File: config.mk
export PLATFORM = sky130hd
export DESIGN_NAME = bpcb_ram
export DESIGN_NICKNAME = d
export VERILOG_FILES = /design/src/sv/binned_path_centroid_builder_assert.svh /design/src/sv/bpcb_ram.sv
export SDC_FILE = /design/constraint.sdc
export NUM_CORES = 1
export LEC_CHECK = 0
export ABC_AREA = 1
export BUFFER_PORTS_ARGS = -buffer_cell sky130_fd_sc_hd__buf_2
export CAP_MARGIN = 10
export CORE_MARGIN = 3
export CORE_UTILIZATION = 45
export DETAILED_ROUTE_END_ITERATION = 8
export GPL_TIMING_DRIVEN = 0
export PLACE_DENSITY = 0.7
export SYNTH_ARGS = -nofsm -noshare
export SYNTH_HDL_FRONTEND = slang
export SYNTH_SLANG_ARGS = --single-unit
File: constraint.sdc
create_clock -name i_clk -period 3.1 [get_ports i_clk]
set_clock_uncertainty 0.1 [all_clocks]
set_input_delay 0.155 -clock i_clk [delete_from_list [all_inputs] [get_ports i_clk]]
set_output_delay 0.155 -clock i_clk [all_outputs]
set_load 0.005 [all_outputs]
File: src/sv/binned_path_centroid_builder_assert.svh
// Assertion macros for the binned path centroid builder.
`ifndef BINNED_PATH_CENTROID_BUILDER_ASSERT_SVH
`define BINNED_PATH_CENTROID_BUILDER_ASSERT_SVH
`ifndef SYNTH
`define BPCB_ASSERT_IMPL(label, clk, rst_n, prop, msg) \
    label: assert property (@(posedge clk) disable iff (!rst_n) prop) else $error(msg);
`define BPCB_ASSERT_NEXT(label, clk, rst_n, cond, prop, msg) \
    label: assert property (@(posedge clk) disable iff (!rst_n) cond |=> prop) else $error(msg);
`else
`define BPCB_ASSERT_IMPL(label, clk, rst_n, prop, msg)
`define BPCB_ASSERT_NEXT(label, clk, rst_n, cond, prop, msg)
`endif
`endif

File: src/sv/bpcb_ram.sv
// Generic single-port-write, single-read RAM with registered read.
`timescale 1ns / 1ps
`default_nettype none
module bpcb_ram #(
    parameter int Width = 8,
    parameter int Depth = 16
) (
    input  wire                     i_clk,
    input  wire                     i_we,
    input  wire [$clog2(Depth)-1:0] i_waddr,
    input  wire [Width-1:0]         i_wdata,
    input  wire [$clog2(Depth)-1:0] i_raddr,
    output logic [Width-1:0]        o_rdata
);
    logic [Width-1:0] r_mem [Depth];
    always_ff @(posedge i_clk) begin
        if (i_we) begin
            r_mem[i_waddr] <= i_wdata;
        end
        o_rdata <= r_mem[i_raddr];
    end
endmodule
`default_nettype wire

==> results of run 1 <==
[synthesized netlist by cell type (all sizes together)]
library cell,count
buf,24
dfxtp,8
edfxtp,128
inv,102
nand2,173
nand3,97
nand3b,2
nor2,17
[worst max path at each step]
stage	from	endpoint	slack [ns]	cells past startpoint
4_1_cts	i_waddr[3]	r_mem[4][0]	1.84	3
2_1_floorplan	i_waddr[2]	r_mem[10][0]	1.89	2
3_5_place_dp	i_waddr[3]	r_mem[4][0]	1.40	3
5_1_grt	i_waddr[2]	r_mem[8][6]	1.76	3
3_3_place_gp	i_waddr[3]	r_mem[4][0]	1.41	3
6_report	i_waddr[2]	r_mem[8][3]	1.82	3
[metrics by stage]
| stage | hold slack, ns | instances | area, sq um | util | setup slack, ns |
|---|---|---|---|---|---|
| 5_1_grt | 0.04497 | 773 | 6703 | 0.5466 | 1.760 |
| 3_3_place_gp | 0.4341 | 741 | 6087 | 0.4964 | 1.415 |
| 2_1_floorplan | 0.1539 | 551 | 5767 | - | 1.894 |
| 3_5_place_dp | 0.4382 | 741 | 6087 | 0.4964 | 1.398 |
| 4_1_cts | 0.03500 | 773 | 6703 | 0.5466 | 1.837 |
| 6_report | 0.03608 | 773 | 6703 | 0.5466 | 1.825 |
[cell type report]
cell class	count	area, sq um
well taps	168	210.2
plain buffers	24	166.4
flip-flops and latches	136	4004
clock inverters	12	148.9
multi-input cells	289	1214
repair buffers	22	110.1
clock buffers	20	466.7
fillers	1054	5559
inverters	102	382.9
[power by group through the flow]
stage / combinational, mW / sequential (mW) / clock (mW)
finish: 0.267 / 2.07 / 2.07
global route: 0.293 / 2.07 / 2.16
CTS: 0.265 / 2.07 / 2.08
detailed placement: 0.261 / 2.10 / 0
global placement: 0.255 / 2.10 / 0
floorplan: 0.145 / 2.10 / 0
[worst max-delay path, delay by kind of cell]
kind | cells | cell delay [ns]
AND/OR/NAND/NOR | 2 | 0.94
buffers and inverters | 1 | 0.12
[cell families after synthesis]
kind of cell  share of synthesized area
flops                            0.6943
simple gates                     0.2105
buf+inv                         0.09525
[state kept, by name, indices dropped and copies added (netlist names)]
name,flops
o_rdata,8
r_mem,128
[layer usage]
layer  track usage  share of wire  routed length (um)
met5             0              0                   0
met4       0.09631          0.027                 384
met3       0.06078          0.072                1006
met2        0.3218           0.48                6678
met1        0.2688           0.42                5959
==> metrics.cfg, run 1 <==
[status]
status=finished, final reports clean

[cts]
htreeDepth=4
cts.path.max_buffers=2
postCtsSetupRepairBufs=0
cts-root-buf=clkbuf_16
clk_pin_slew_ns=0.06
holdBufCountCts=0
cts_sinks=136
tritoncts=done
post_cts_resized=0
clk_latency_ns=0.43
cts_buffers=17

[power_and_ir_drop]
internal_power_mw=3.457
p_leak_nw=2.905
p_total_mw=4.401
p_seq_frac=0.470
p_clk_frac=0.470
combinationalPowerShare=0.061
vdd_drop_max_mv=0.4778
power_density_mw_per_mm2=656.6
switching_power_mw=0.9446
p_sw_frac=0.2146

[hold_path]
min_to=r_mem[15][2]
min_from=i_wdata[2]
holdCritPathClass=input port to register
holdPathStages=1

[critical_path]
worstPathMaxFanout=8
regToRegEndpoint=o_rdata[1]
arrival_ns=1.21
start_kind=input port
cp-end-kind=register
r2r-start=r_mem[9][1]
required_ns=3.04
cpPeakStageDelay_ns=0.72
rrSetupSlack_ns=1.97
path_class=input port to register
worst_path_max_delay_cell=nor2_1
path_cells=buf_2 > nand3b_1 > nor2_1
rr_worst_depth=6

[floorplanning]
io_pins=26
start_util=0.4703
dieArea_sq_mm=0.01421
rows=40
die_x_um=119.2
core_region_area_sq_mm=0.01226
die_h_um=119.2

[grt]
grt_pass1_vias=4021
grt_max_degree=17
grt_pass1_wl_um=21590
gr-total-overflow=0
grt_use_total=0.2073
antenna_found_initial=0

[drt]
ant_nets=0
vias=3930
wl_per_cell_um=18.15
drt-pass1-iter-count=5
drt_iter0_drc=430
via_per_inst=5.084
drc_errors=0
routed_wl_um=14030

[logic_synthesis]
synthDominantCellAreaShare=0.6665
synth_cells=551
synth-seq-area-share=0.6943
ys_ff_latch=136
synth_warnings=0
synth_top_area_cell=edfxtp_1
synthesis.area_sq_mm=0.005767
avgSynthCellArea_sq_um=10.47
synthTopCellsByArea=edfxtp_1, nand2_1, nand3_1
synth_cell_type_count=12
synth_nets=569

[layout]
nets=610
drive_above_1_share=0.1306
num_antenna_cells=0
syn2layout_area_growth_pct=16.23
final_cell_mix=nand2_1, edfxtp_1, inv_1, nand3_1, buf_2
final_common_cell=nand2_1

[sta]
period_share=0.4114
hold_violations=0
fmax_ghz=0.7841
worst_pin_slew_ns=0.9869
tns_ns=0
slew_headroom=0.3397
finalMaxSlewViolations=0
period_needed_ns=1.275
setup_viol=0
rsz0062_at_grt=false

[placement]
hpwl_um=8986
gp_congestion=0.8551
numPortBuffers=22

[run]
maxCapViolCount=0

(Power assumes the default switching activity.)
==> inputs of run 2 (changes only) <==
ABC_AREA = 0   (was 1)
PLACE_DENSITY = 0.73   (was 0.7)
clock period = 1.1 ns   (was 3.1 ns; I/O delays follow)
==> run 2 against run 1 <==
The run now ends with setup timing left. Routed wire length decreased by 29%. Clock power increased to 2.9 times the previous value. Register-to-register slack got worse by 2.3 ns. Global-route usage decreased by 4.0 points. Sequential cell count unchanged.
==> metrics.cfg, run 2 <==
[status]
status=finished with violations
failed_checks=setup timing

[critical_path]
worstPathMaxFanout=1
path_class=register to register
cp-end-kind=register
crit_path_end=o_rdata[7]
regToRegEndpoint=o_rdata[7]
start_kind=register
cpPeakStageDelay_ns=0.49
rr_worst_depth=3
startpoint=r_mem[0][7]
worst_path_max_delay_cell=mux4_2
r2r-start=r_mem[0][7]
rrSetupSlack_ns=-0.32
arrival_ns=1.60
required_ns=1.28
path_cells=mux4_2 > a22oi_2 > nand2_1

[logic_synthesis]
synth_edf_count=128
ys_ff_latch=136
synthesis.area_sq_mm=0.005147
post-synth-top-count-cell=edfxtp_1
synthFlopType=edfxtp_1
synth_warnings=0
synthArstFlopShare=0
synthDominantCellAreaShare=0.7467
synth-seq-area-share=0.7778
synth_commonest_cells=edfxtp_1, mux4_2, a22oi_1
synth_top_area_cell=edfxtp_1
synth_cell_type_count=19
avgSynthCellArea_sq_um=22.48
synth_cells=229
synth_nets=247
synthTopCellsByArea=edfxtp_1, mux4_2, mux4_1

[hold_path]
holdCritPathClass=input port to register
holdPathStages=4

[drt]
vias=2438
drc_errors=0
drt_iter0_drc=177
routed_wl_um=9930
drt-pass1-iter-count=4
wl_per_cell_um=22.83
ant_nets=0
via_per_inst=5.605

[cts]
clk_latency_ns=0.41
htreeDepth=4
cts_sinks=136
tritoncts=done
clk_pin_slew_ns=0.05
cts-root-buf=clkbuf_16
cts_buffers=17
cts.path.max_buffers=2

[sta]
period_share=1.294
worst_pin_slew_ns=0.7217
period_needed_ns=1.423
hold_violations=0
tns_ns=-2.192
finalMaxSlewViolations=0
rsz0062_at_grt=true
setup_viol=14
slew_headroom=0.5162
fmax_ghz=0.7027
worst_slack_ns=-0.3232

[layout]
nets=300
syn2layout_area_growth_pct=22.07
final_common_cell=edfxtp_1
regMostFlops=r_mem
design_area_sq_mm=0.006284
fin_cells=435
final_cell_mix=edfxtp_1, mux4_2, buf_2, clkbuf_16
num_antenna_cells=0
drive_above_1_share=0.4000
fillerInstances=794
largest_reg_flops=128
top_regs=r_mem x128, o_rdata x8

[grt]
gr-total-overflow=0
grt_max_degree=17
grt_pass1_vias=2456
grt_use_total=0.1671
grt_util_met1=0.2336
grt-busiest-layer=met2
grt.met3_usage=0.05134
use_met2=0.2547
antenna_found_initial=0
grt_pass1_wl_um=15030

[floorplanning]
die_h_um=113.0
rows=38
start_util=0.4667
core_region_area_sq_mm=0.01103
io_pins=26
die_x_um=113.0
dieArea_sq_mm=0.01276

[power_and_ir_drop]
p_total_mw=12.40
power_density_mw_per_mm2=1974
vdd_drop_max_mv=0.9062
p_leak_nw=2.063

[placement]
gp_congestion=0.7345
hpwl_um=5918
dp_cells=393
pre_cts_ws_ns=-0.5427
numPortBuffers=24
place_area_sq_mm=0.005495

[run]
maxCapViolCount=0

==> run 2: cell types whose count changed in the layout (fill, tap and decap cells not counted), moves of 8 or more <==
| cell | before | now |
|---|---|---|
| nor2_2 | 0 | 9 |
| nor2_1 | 17 | 1 |
| inv_1 | 100 | 0 |
| mux4_2 | 0 | 32 |
| a22oi_1 | 0 | 9 |
| nand3_1 | 97 | 1 |
| buf_2 | 35 | 27 |
| dlygate4sd3_1 | 0 | 8 |
| nand2_1 | 173 | 9 |
==> run 2: final cells by class <==
type | count | area (sq um) | share of cell area
sequential | 136 | 4004 | 0.6372
timing repair buffer | 34 | 240.2 | 0.03823
buffer | 10 | 120.1 | 0.01912
clock buffer | 21 | 440.4 | 0.07009
multi-input combinational | 83 | 1126 | 0.1792
clock inverter | 11 | 177.7 | 0.02828
tap | 140 | 175.2 | 0.02788
==> run 2: per-stage QoR <==
step	utilization	hold slack, ns
final	0.5696	0.06094
after global routing	0.5696	0.06688
after CTS	0.5641	0.05732
after detailed placement	0.4982	0.3327
after global placement	0.4982	0.3347
after floorplan	-	0.05387
==> run 2: cell families after synthesis <==
logic type / share of synthesized area
buffers and inverters: 0.01677
multiplexers: 0.1502
AO/OA/AOI/OAI: 0.02334
AND/OR/NAND/NOR: 0.03184
flip-flops: 0.7778
==> run 2: where the power goes <==
part           leakage (nW)  internal [mW]  switching, mW
clock network         0.304           3.99           1.95
logic                 0.536          0.285          0.353
registers              1.22           5.80         0.0297
==> run 2: what timing repair did <==
action	in CTS	in global routing
hold endpoints to repair	128	0
gates resized for setup	9	6
gates cloned	0	0
pin swaps	2	4
hold buffers	8	0
endpoints found under the setup margin	40	33
buffers inserted	0	2
==> run 2: how the worst min path moves through the flow <==
stage / startpoint / to / slack (ns)
3_5_place_dp: o_rdata[3] / o_rdata[3] / 0.33
2_1_floorplan: i_wdata[0] / r_mem[0][0] / 0.05
3_3_place_gp: o_rdata[4] / o_rdata[4] / 0.33
4_1_cts: i_raddr[0] / o_rdata[0] / 0.06
5_1_grt: i_raddr[0] / o_rdata[0] / 0.07
6_report: i_raddr[0] / o_rdata[0] / 0.06
==> run 2: critical path: cells and delay by family, from the launching register on <==
family / cells / cell delay, ns
compound gates: 1 / 0.21
flops: 1 / 0.40
mux: 1 / 0.49
simple gates: 1 / 0.10
==> run 2: layer usage <==
| metal | wire [um] | vias to the layer above |
|---|---|---|
| met5 | 0 | - |
| met4 | 64 | 0 |
| met3 | 709 | 4 |
| met2 | 5073 | 89 |
| met1 | 4083 | 1274 |
| li1 | - | 1071 |
